==> config.mk <==
export PLATFORM = sky130hd
export DESIGN_NAME = dual_button_press_counter_unit
export DESIGN_NICKNAME = d
export VERILOG_FILES = /design/src/rtl/dbpc_pkg.sv /design/src/rtl/dual_button_press_counter_unit.sv /design/src/rtl/dbpc_cfg_regs.sv /design/src/rtl/dbpc_core.sv
export SDC_FILE = /design/constraint.sdc
export NUM_CORES = 1
export LEC_CHECK = 0
export ABC_CLOCK_PERIOD_IN_PS = 8400
export BUFFER_PORTS_ARGS = -buffer_cell sky130_fd_sc_hd__buf_4
export CAP_MARGIN = 20
export CORE_MARGIN = 8
export CORE_UTILIZATION = 40
export CTS_BUF_LIST = sky130_fd_sc_hd__clkbuf_4
export CTS_CLUSTER_DIAMETER = 40
export DETAILED_ROUTE_END_ITERATION = 16
export PLACE_DENSITY_LB_ADDON = 0.12
export SKIP_LAST_GASP = 1
export SYNTH_ARGS = -nofsm -noshare
export SYNTH_HDL_FRONTEND = slang
export SYNTH_HIERARCHICAL = 1
export SYNTH_SLANG_ARGS = --single-unit
==> constraint.sdc <==
create_clock -name aclk -period 8.4 [get_ports aclk]
set_input_delay 0.84 -clock aclk [delete_from_list [all_inputs] [get_ports aclk]]
set_output_delay 0.84 -clock aclk [all_outputs]
set_load 0.1 [all_outputs]
==> src/rtl/dbpc_pkg.sv <==
// Package: types and constants of the dual button press counter.
`timescale 1ns / 1ps

package dbpc_pkg;

    localparam int TIME_WIDTH     = 32;
    localparam int COUNT_WIDTH    = 16;
    localparam int CFG_WIDTH      = 16;
    localparam int APB_ADDR_WIDTH = 3;
    localparam int APB_DATA_WIDTH = 32;
    localparam int REG_INDEX_BIT  = 2;

    localparam logic REG_SAMPLE_INTERVAL = 1'b0;
    localparam logic REG_LONG_PRESS      = 1'b1;

    localparam logic [CFG_WIDTH-1:0] SAMPLE_INTERVAL_RESET = 16'd50;
    localparam logic [CFG_WIDTH-1:0] LONG_PRESS_RESET      = 16'd1000;

    typedef struct packed {
        logic [TIME_WIDTH-1:0] now_ms;
        logic                  green_level;
        logic                  red_level;
    } in_item_t;

    typedef struct packed {
        logic                   sampled;
        logic                   green_short;
        logic                   red_short;
        logic                   green_long;
        logic                   red_long;
        logic [TIME_WIDTH-1:0]  press_duration;
        logic [COUNT_WIDTH-1:0] press_count;
    } out_item_t;

    typedef struct packed {
        logic [CFG_WIDTH-1:0] sample_interval_ms;
        logic [CFG_WIDTH-1:0] long_press_ms;
    } cfg_t;

endpackage

==> src/rtl/dual_button_press_counter_unit.sv <==
// An accepted word is held in the input register, then moves to the result register
// (m_data) once that is empty or drained. Throughput: one word per cycle while m_ready
// allows; the two registers run as a two-stage pipe, rate set by dbpc_core's update.
// Reset: synchronous, active low; clears both valid flags and all press state, and
// loads the interval and threshold registers with 50 ms and 1000 ms.
`timescale 1ns / 1ps

module dual_button_press_counter_unit (
    input  logic                                aclk,
    input  logic                                aresetn,
    input  logic                                s_valid,
    output logic                                s_ready,
    input  dbpc_pkg::in_item_t                  s_data,
    output logic                                m_valid,
    input  logic                                m_ready,
    output dbpc_pkg::out_item_t                 m_data,
    input  logic                                psel,
    input  logic                                penable,
    input  logic                                pwrite,
    input  logic [dbpc_pkg::APB_ADDR_WIDTH-1:0] paddr,
    input  logic [dbpc_pkg::APB_DATA_WIDTH-1:0] pwdata,
    output logic [dbpc_pkg::APB_DATA_WIDTH-1:0] prdata,
    output logic                                pready
);
    import dbpc_pkg::*;

    cfg_t      cfg;
    in_item_t  in_data_reg;
    logic      in_valid_reg;
    out_item_t out_data_reg;
    out_item_t core_result;
    logic      out_valid_reg;
    logic      advance;

    // move a word into the result register when it is empty or being drained
    assign advance = in_valid_reg && (!out_valid_reg || m_ready);
    assign s_ready = !in_valid_reg || advance;
    assign m_valid = out_valid_reg;
    assign m_data  = out_data_reg;

    dbpc_cfg_regs u_cfg (
        .aclk    (aclk),
        .aresetn (aresetn),
        .psel    (psel),
        .penable (penable),
        .pwrite  (pwrite),
        .paddr   (paddr),
        .pwdata  (pwdata),
        .prdata  (prdata),
        .pready  (pready),
        .cfg     (cfg)
    );

    dbpc_core u_core (
        .aclk    (aclk),
        .aresetn (aresetn),
        .step    (advance),
        .item    (in_data_reg),
        .cfg     (cfg),
        .result  (core_result)
    );

    always_ff @(posedge aclk) begin
        if (!aresetn) begin
            in_valid_reg <= 1'b0;
        end else if (s_ready) begin
            in_valid_reg <= s_valid;
        end
    end

    always_ff @(posedge aclk) begin
        if (s_valid && s_ready) begin
            in_data_reg <= s_data;
        end
    end

    always_ff @(posedge aclk) begin
        if (!aresetn) begin
            out_valid_reg <= 1'b0;
        end else if (advance) begin
            out_valid_reg <= 1'b1;
        end else if (m_ready) begin
            out_valid_reg <= 1'b0;
        end
    end

    always_ff @(posedge aclk) begin
        if (advance) begin
            out_data_reg <= core_result;
        end
    end

endmodule

==> src/rtl/dbpc_cfg_regs.sv <==
// APB configuration registers: sample interval and long-press threshold.
`timescale 1ns / 1ps

module dbpc_cfg_regs (
    input  logic                                aclk,
    input  logic                                aresetn,
    input  logic                                psel,
    input  logic                                penable,
    input  logic                                pwrite,
    input  logic [dbpc_pkg::APB_ADDR_WIDTH-1:0] paddr,
    input  logic [dbpc_pkg::APB_DATA_WIDTH-1:0] pwdata,
    output logic [dbpc_pkg::APB_DATA_WIDTH-1:0] prdata,
    output logic                                pready,
    output dbpc_pkg::cfg_t                      cfg
);
    import dbpc_pkg::*;

    cfg_t cfg_reg;
    logic wr_en;
    logic reg_sel;

    assign pready  = 1'b1;
    assign wr_en   = psel && penable && pwrite && pready;
    assign reg_sel = paddr[REG_INDEX_BIT];
    assign cfg     = cfg_reg;

    always_ff @(posedge aclk) begin
        if (!aresetn) begin
            cfg_reg.sample_interval_ms <= SAMPLE_INTERVAL_RESET;
            cfg_reg.long_press_ms      <= LONG_PRESS_RESET;
        end else if (wr_en) begin
            unique case (reg_sel)
                REG_SAMPLE_INTERVAL: cfg_reg.sample_interval_ms <= pwdata[CFG_WIDTH-1:0];
                REG_LONG_PRESS:      cfg_reg.long_press_ms      <= pwdata[CFG_WIDTH-1:0];
            endcase
        end
    end

    always_comb begin
        unique case (reg_sel)
            REG_SAMPLE_INTERVAL: prdata = APB_DATA_WIDTH'(cfg_reg.sample_interval_ms);
            REG_LONG_PRESS:      prdata = APB_DATA_WIDTH'(cfg_reg.long_press_ms);
        endcase
    end

endmodule

==> src/rtl/dbpc_core.sv <==
// Press state and the single-pass update for one button sample.
`timescale 1ns / 1ps

module dbpc_core (
    input  logic                aclk,
    input  logic                aresetn,
    input  logic                step,
    input  dbpc_pkg::in_item_t  item,
    input  dbpc_pkg::cfg_t      cfg,
    output dbpc_pkg::out_item_t result
);
    import dbpc_pkg::*;

    logic [TIME_WIDTH-1:0]  last_sample_reg, last_sample_next;
    logic [TIME_WIDTH-1:0]  press_start_reg, press_start_next;
    logic [TIME_WIDTH-1:0]  duration_reg, duration_next;
    logic [COUNT_WIDTH-1:0] count_reg, count_next, count_mid;
    logic                   green_prev_reg, green_prev_next;
    logic                   red_prev_reg, red_prev_next;
    logic                   green_long_reg, green_long_next;
    logic                   red_long_reg, red_long_next;

    logic [TIME_WIDTH-1:0]  gap;
    logic [TIME_WIDTH-1:0]  interval;
    logic [TIME_WIDTH-1:0]  threshold;
    logic                   sampled;
    logic                   green_short;
    logic                   red_short;

    assign interval  = TIME_WIDTH'(cfg.sample_interval_ms);
    assign threshold = TIME_WIDTH'(cfg.long_press_ms);
    assign gap       = item.now_ms - last_sample_reg;

    always_comb begin
        last_sample_next = last_sample_reg;
        press_start_next = press_start_reg;
        duration_next    = duration_reg;
        green_prev_next  = green_prev_reg;
        red_prev_next    = red_prev_reg;
        green_long_next  = green_long_reg;
        red_long_next    = red_long_reg;
        count_mid        = count_reg;
        count_next       = count_reg;
        sampled          = 1'b0;
        green_short      = 1'b0;
        red_short        = 1'b0;

        if (gap > interval) begin
            sampled = 1'b1;

            // both buttons share one press timer
            if (item.red_level && !red_prev_reg && !red_long_reg) begin
                press_start_next = item.now_ms;
                red_prev_next    = 1'b1;
            end
            if (item.green_level && !green_prev_reg && !green_long_reg) begin
                press_start_next = item.now_ms;
                green_prev_next  = 1'b1;
            end

            duration_next = item.now_ms - press_start_next;

            if (item.green_level && !green_long_reg && duration_next >= threshold) begin
                green_long_next = 1'b1;
            end
            if (item.red_level && !red_long_reg && duration_next >= threshold) begin
                red_long_next = 1'b1;
            end

            // green counts up first, then red counts down
            if (!item.green_level && green_prev_reg) begin
                green_prev_next = 1'b0;
                green_long_next = 1'b0;
                if (duration_next < threshold) begin
                    green_short = 1'b1;
                    if (count_reg != '1) begin
                        count_mid = count_reg + 1'b1;
                    end
                end
            end
            count_next = count_mid;
            if (!item.red_level && red_prev_reg) begin
                red_prev_next = 1'b0;
                red_long_next = 1'b0;
                if (duration_next < threshold) begin
                    red_short = 1'b1;
                    if (count_mid != '0) begin
                        count_next = count_mid - 1'b1;
                    end
                end
            end

            last_sample_next = item.now_ms;
        end
    end

    always_ff @(posedge aclk) begin
        if (!aresetn) begin
            last_sample_reg <= '0;
            press_start_reg <= '0;
            duration_reg    <= '0;
            count_reg       <= '0;
            green_prev_reg  <= 1'b0;
            red_prev_reg    <= 1'b0;
            green_long_reg  <= 1'b0;
            red_long_reg    <= 1'b0;
        end else if (step) begin
            last_sample_reg <= last_sample_next;
            press_start_reg <= press_start_next;
            duration_reg    <= duration_next;
            count_reg       <= count_next;
            green_prev_reg  <= green_prev_next;
            red_prev_reg    <= red_prev_next;
            green_long_reg  <= green_long_next;
            red_long_reg    <= red_long_next;
        end
    end

    always_comb begin
        result.sampled        = sampled;
        result.green_short    = green_short;
        result.red_short      = red_short;
        result.green_long     = green_long_next;
        result.red_long       = red_long_next;
        result.press_duration = duration_next;
        result.press_count    = count_next;
    end

endmodule

==> flow_metrics.tcl <==
set metrics [dict create \
    syn_to_final_growth_pct 13.80 \
    postSynth.topFlopCell "sky130_fd_sc_hd__dfxtp_1" \
    hold_buffers 0 \
    reg_to_reg_critical_path_endpoint "u_core/count_reg[1]" \
    finish.net_count 2154 \
    numCtsBuffers 71 \
    via_count 13680 \
    achievable-frequency_ghz 0.1272 \
    synth-xor-area-share_pct 3.467 \
    ys_warn_count 6 \
    netlist_instances 1869 \
    vdd_ir_drop_max_v 0.00008792 \
    largest_register_ffs 53 \
    critPathRequiredTime_ps 9020 \
    synthMuxAreaShare_pct 8.248 \
    powerDensity_nw_per_um2 197.4 \
    status "completed" \
    grt_antenna_before_repair 1 \
    grt_first_pass_wirelength_um 72550 \
    layout_worst_path_cycle_share_pct 93.56 \
    synth_cell_type_count 96 \
    synthSimpleGateAreaFrac_pct 20.97 \
    grt_util_all_layers_pct 19.11 \
    totalNegativeSetupSlack_ps 0 \
    r2r_start "in_data_reg[0]" \
    ant_nets 0 \
    crit_path_start "in_data_reg[0]" \
    cell_internal_pwr_mw 2.255 \
    final_design_area_no_fill_um2 18110 \
    p_leak_nw 7.151 \
    fin_worst_hold_slack_ps 297.2 \
    post_cts_buffers 0 \
    grt_setup_unrepaired "no" \
    cts_num_sinks 237 \
    ys_top_cells_by_area "sky130_fd_sc_hd__dfxtp_1, sky130_fd_sc_hd__edfxtp_1, sky130_fd_sc_hd__ha_1" \
    timing.final.hold_violations 0 \
    cp_max_fo 20 \
    combinationalPowerShare_pct 31.7 \
    chipHeight_um 215.5 \
    number_of_search_and_repair_iterations_in_the_first_detailed_routing_pass 5 \
    crit_arrival_ps 8480 \
    final_layout_size_suffix_gt1_share_pct 17.28 \
    power_switching_share_pct 36.91 \
    syn-mean-instance-area_um2 8.515 \
    synth.cells.most_frequent "sky130_fd_sc_hd__nand2_1, sky130_fd_sc_hd__dfxtp_1, sky130_fd_sc_hd__nor2_1" \
    synth_enable_flop_cells 87 \
    maxSlewHeadroom_pct 28.27 \
    synth_top_family_by_area "simple AND/OR/NAND/NOR gates" \
    count_of_max_cap_constraint_violations 0 \
    endpoint_kind "register" \
    coreArea_um2 39550 \
    synthDominantAreaCellType "sky130_fd_sc_hd__dfxtp_1" \
    tightestPinTransition_ps 1075 \
    clk_root_buffer_cell "sky130_fd_sc_hd__clkbuf_4" \
    final.setup_skew_ps 67.24 \
    ys_seq_elements 237 \
    synth_adder_area_share_pct 7.634 \
    clk-insertion-delay-late_ps 740 \
    globalRoute.totalOverflow 0 \
    reg_power_share_pct 37.1 \
    synth_compound_area_share_pct 18.34 \
    rrSetupSlack_ps 540 \
    dpl-instance-area_um2 17200 \
    vias_per_cell 5.338 \
    worstHoldPathType "input pin to register" \
    floorplan.die.width_um 215.5 \
    clock_path_buffers 3 \
    syn_area_um2 15910 \
    setup_violations 0 \
    dieArea_um2 46420 \
    cts_tree "done" \
    cts.reportedPaths.clkPinSlew_ps 60 \
    synth_largest_type_area_fraction_pct 18.87 \
    clkPwrFrac_pct 31.2 \
    ctsResizeCount 0 \
    pin_count_of_the_biggest_net_entering_global_routing 84 \
    io_buffer_count 128 \
    drv_slew 0 \
    path_class "register to register" \
    num_io_pins 164 \
    routed_wire_length_per_instance_um 17.63 \
    route.final.wire_length_um 45190 \
    net-switching-power_mw 1.319 \
    place.gp.congestion 0.8955 \
    grt_pass1_vias 13380 \
    ctsHtreeMaxLevel 3 \
    critPathLaunchType "register" \
    row_count 73 \
    synth_async_sr_flop_share_pct 0 \
    worst_r2r_path_depth 27 \
    period_needed_ps 7859 \
    detail_route.iter0.violations 716 \
    total_drc_errors_in_the_routed_layout 0 \
    hpwl_um 33830 \
    critical_path_destination "u_core/count_reg[1]" \
    synth.yosys.seq_area_share_pct 35.29 \
    initial_core_utilization_pct 40.24 \
    most_frequent_cell_after_synthesis "sky130_fd_sc_hd__nand2_1" \
]
-- power groups by stage --
stage	clock network, mW	logic [mW]	registers [mW]
2_1_floorplan	0	0.715	1.49
3_3_place_gp	0	1.12	1.35
3_5_place_dp	0	1.13	1.35
4_1_cts	1.17	1.14	1.32
5_1_grt	1.24	1.24	1.33
6_report	1.12	1.13	1.32
-- worst min path at each step --
stage / from / endpoint / slack, ps / depth (start not counted)
after global routing: s_data[7] / in_data_reg[7] / 210 / 1
after global placement: u_core/duration_reg[14] / u_core/duration_reg[14] / 440 / 2
after detailed placement: u_core/duration_reg[20] / u_core/duration_reg[20] / 450 / 2
after CTS: s_data[8] / in_data_reg[8] / 190 / 1
final: s_data[1] / in_data_reg[1] / 300 / 1
after floorplan: u_core/duration_reg[11] / u_core/duration_reg[11] / 430 / 2
-- logic make-up after synthesis --
group / after synthesis
XOR/XNOR: 63
other: 2
adder cells (fa/ha/maj): 96
multiplexers: 126
AND/OR/NAND/NOR: 693
AO/OA/AOI/OAI: 436
buffers and inverters: 216
flip-flops: 237
-- layout make-up --
class | count | area [um^2]
fillers | 3950 | 21440
multi-input cells | 1431 | 9455
flip-flops and latches | 237 | 5615
repair buffers | 149 | 1119
clock buffers | 105 | 788.3
well taps | 525 | 656.9
inverters | 93 | 349.1
clock inverters | 22 | 123.9
diodes | 1 | 2.502
-- metrics by stage --
step           setup slack [ps]  power, mW  util, %  cells
4_1_cts                   521.9      3.634    45.78   2562
2_1_floorplan              1199      2.203        -   1884
5_1_grt                   75.84      3.810    45.79   2563
6_report                  541.0      3.575    45.79   2563
3_5_place_dp              570.5      2.482    43.48   2435
3_3_place_gp              620.3      2.472    43.48   2435
-- worst max-delay path: stages, from the launching register on --
cell	delay, ps
sky130_fd_sc_hd__edfxtp_1	430
sky130_fd_sc_hd__nor3b_2	210
sky130_fd_sc_hd__nor2_1	170
sky130_fd_sc_hd__buf_4	320
sky130_fd_sc_hd__mux2i_1	370
sky130_fd_sc_hd__ha_1	290
sky130_fd_sc_hd__nor2b_1	150
sky130_fd_sc_hd__o31ai_1	290
sky130_fd_sc_hd__a211o_1	400
sky130_fd_sc_hd__nand2_1	230
sky130_fd_sc_hd__a21oi_1	170
sky130_fd_sc_hd__mux2_2	150
sky130_fd_sc_hd__a21oi_1	120
sky130_fd_sc_hd__ha_1	350
sky130_fd_sc_hd__a41oi_1	220
sky130_fd_sc_hd__a21oi_1	90
sky130_fd_sc_hd__o31a_1	240
sky130_fd_sc_hd__a211oi_1	430
sky130_fd_sc_hd__o21ai_0	260
sky130_fd_sc_hd__nor4_2	250
sky130_fd_sc_hd__buf_4	220
sky130_fd_sc_hd__and2_1	230
sky130_fd_sc_hd__a31oi_1	130
sky130_fd_sc_hd__or4_4	540
sky130_fd_sc_hd__or3b_1	450
sky130_fd_sc_hd__o21ai_0	350
sky130_fd_sc_hd__mux2_2	380
sky130_fd_sc_hd__a221oi_1	280
-- routing by layer --
layer | track usage, % | wire, um
met1 | 24.51 | 20850
met4 | 7.331 | 1069
met3 | 3.273 | 1850
met5 | 0 | 0
met2 | 31.77 | 21420
-- layout by cell type (no fill, tap or decap), types with 23 or more instances in the layout --
cell type and instances:
sky130_fd_sc_hd__o21ai_0 78, sky130_fd_sc_hd__mux2i_1 85, sky130_fd_sc_hd__buf_4 149, sky130_fd_sc_hd__nor2_1 137
sky130_fd_sc_hd__nand2_1 288, sky130_fd_sc_hd__a21oi_1 134, sky130_fd_sc_hd__dfxtp_1 150, sky130_fd_sc_hd__clkbuf_4 105
sky130_fd_sc_hd__nand3_1 31, sky130_fd_sc_hd__xnor2_1 45, sky130_fd_sc_hd__mux2_2 41, sky130_fd_sc_hd__nor2b_1 31
sky130_fd_sc_hd__ha_1 93, sky130_fd_sc_hd__nor3_1 45, sky130_fd_sc_hd__edfxtp_1 87, sky130_fd_sc_hd__inv_1 92
sky130_fd_sc_hd__nand4_1 30, sky130_fd_sc_hd__and3_1 23, sky130_fd_sc_hd__a21o_1 23, sky130_fd_sc_hd__a211oi_1 49
Note: power is estimated with default switching activity, not from simulation.
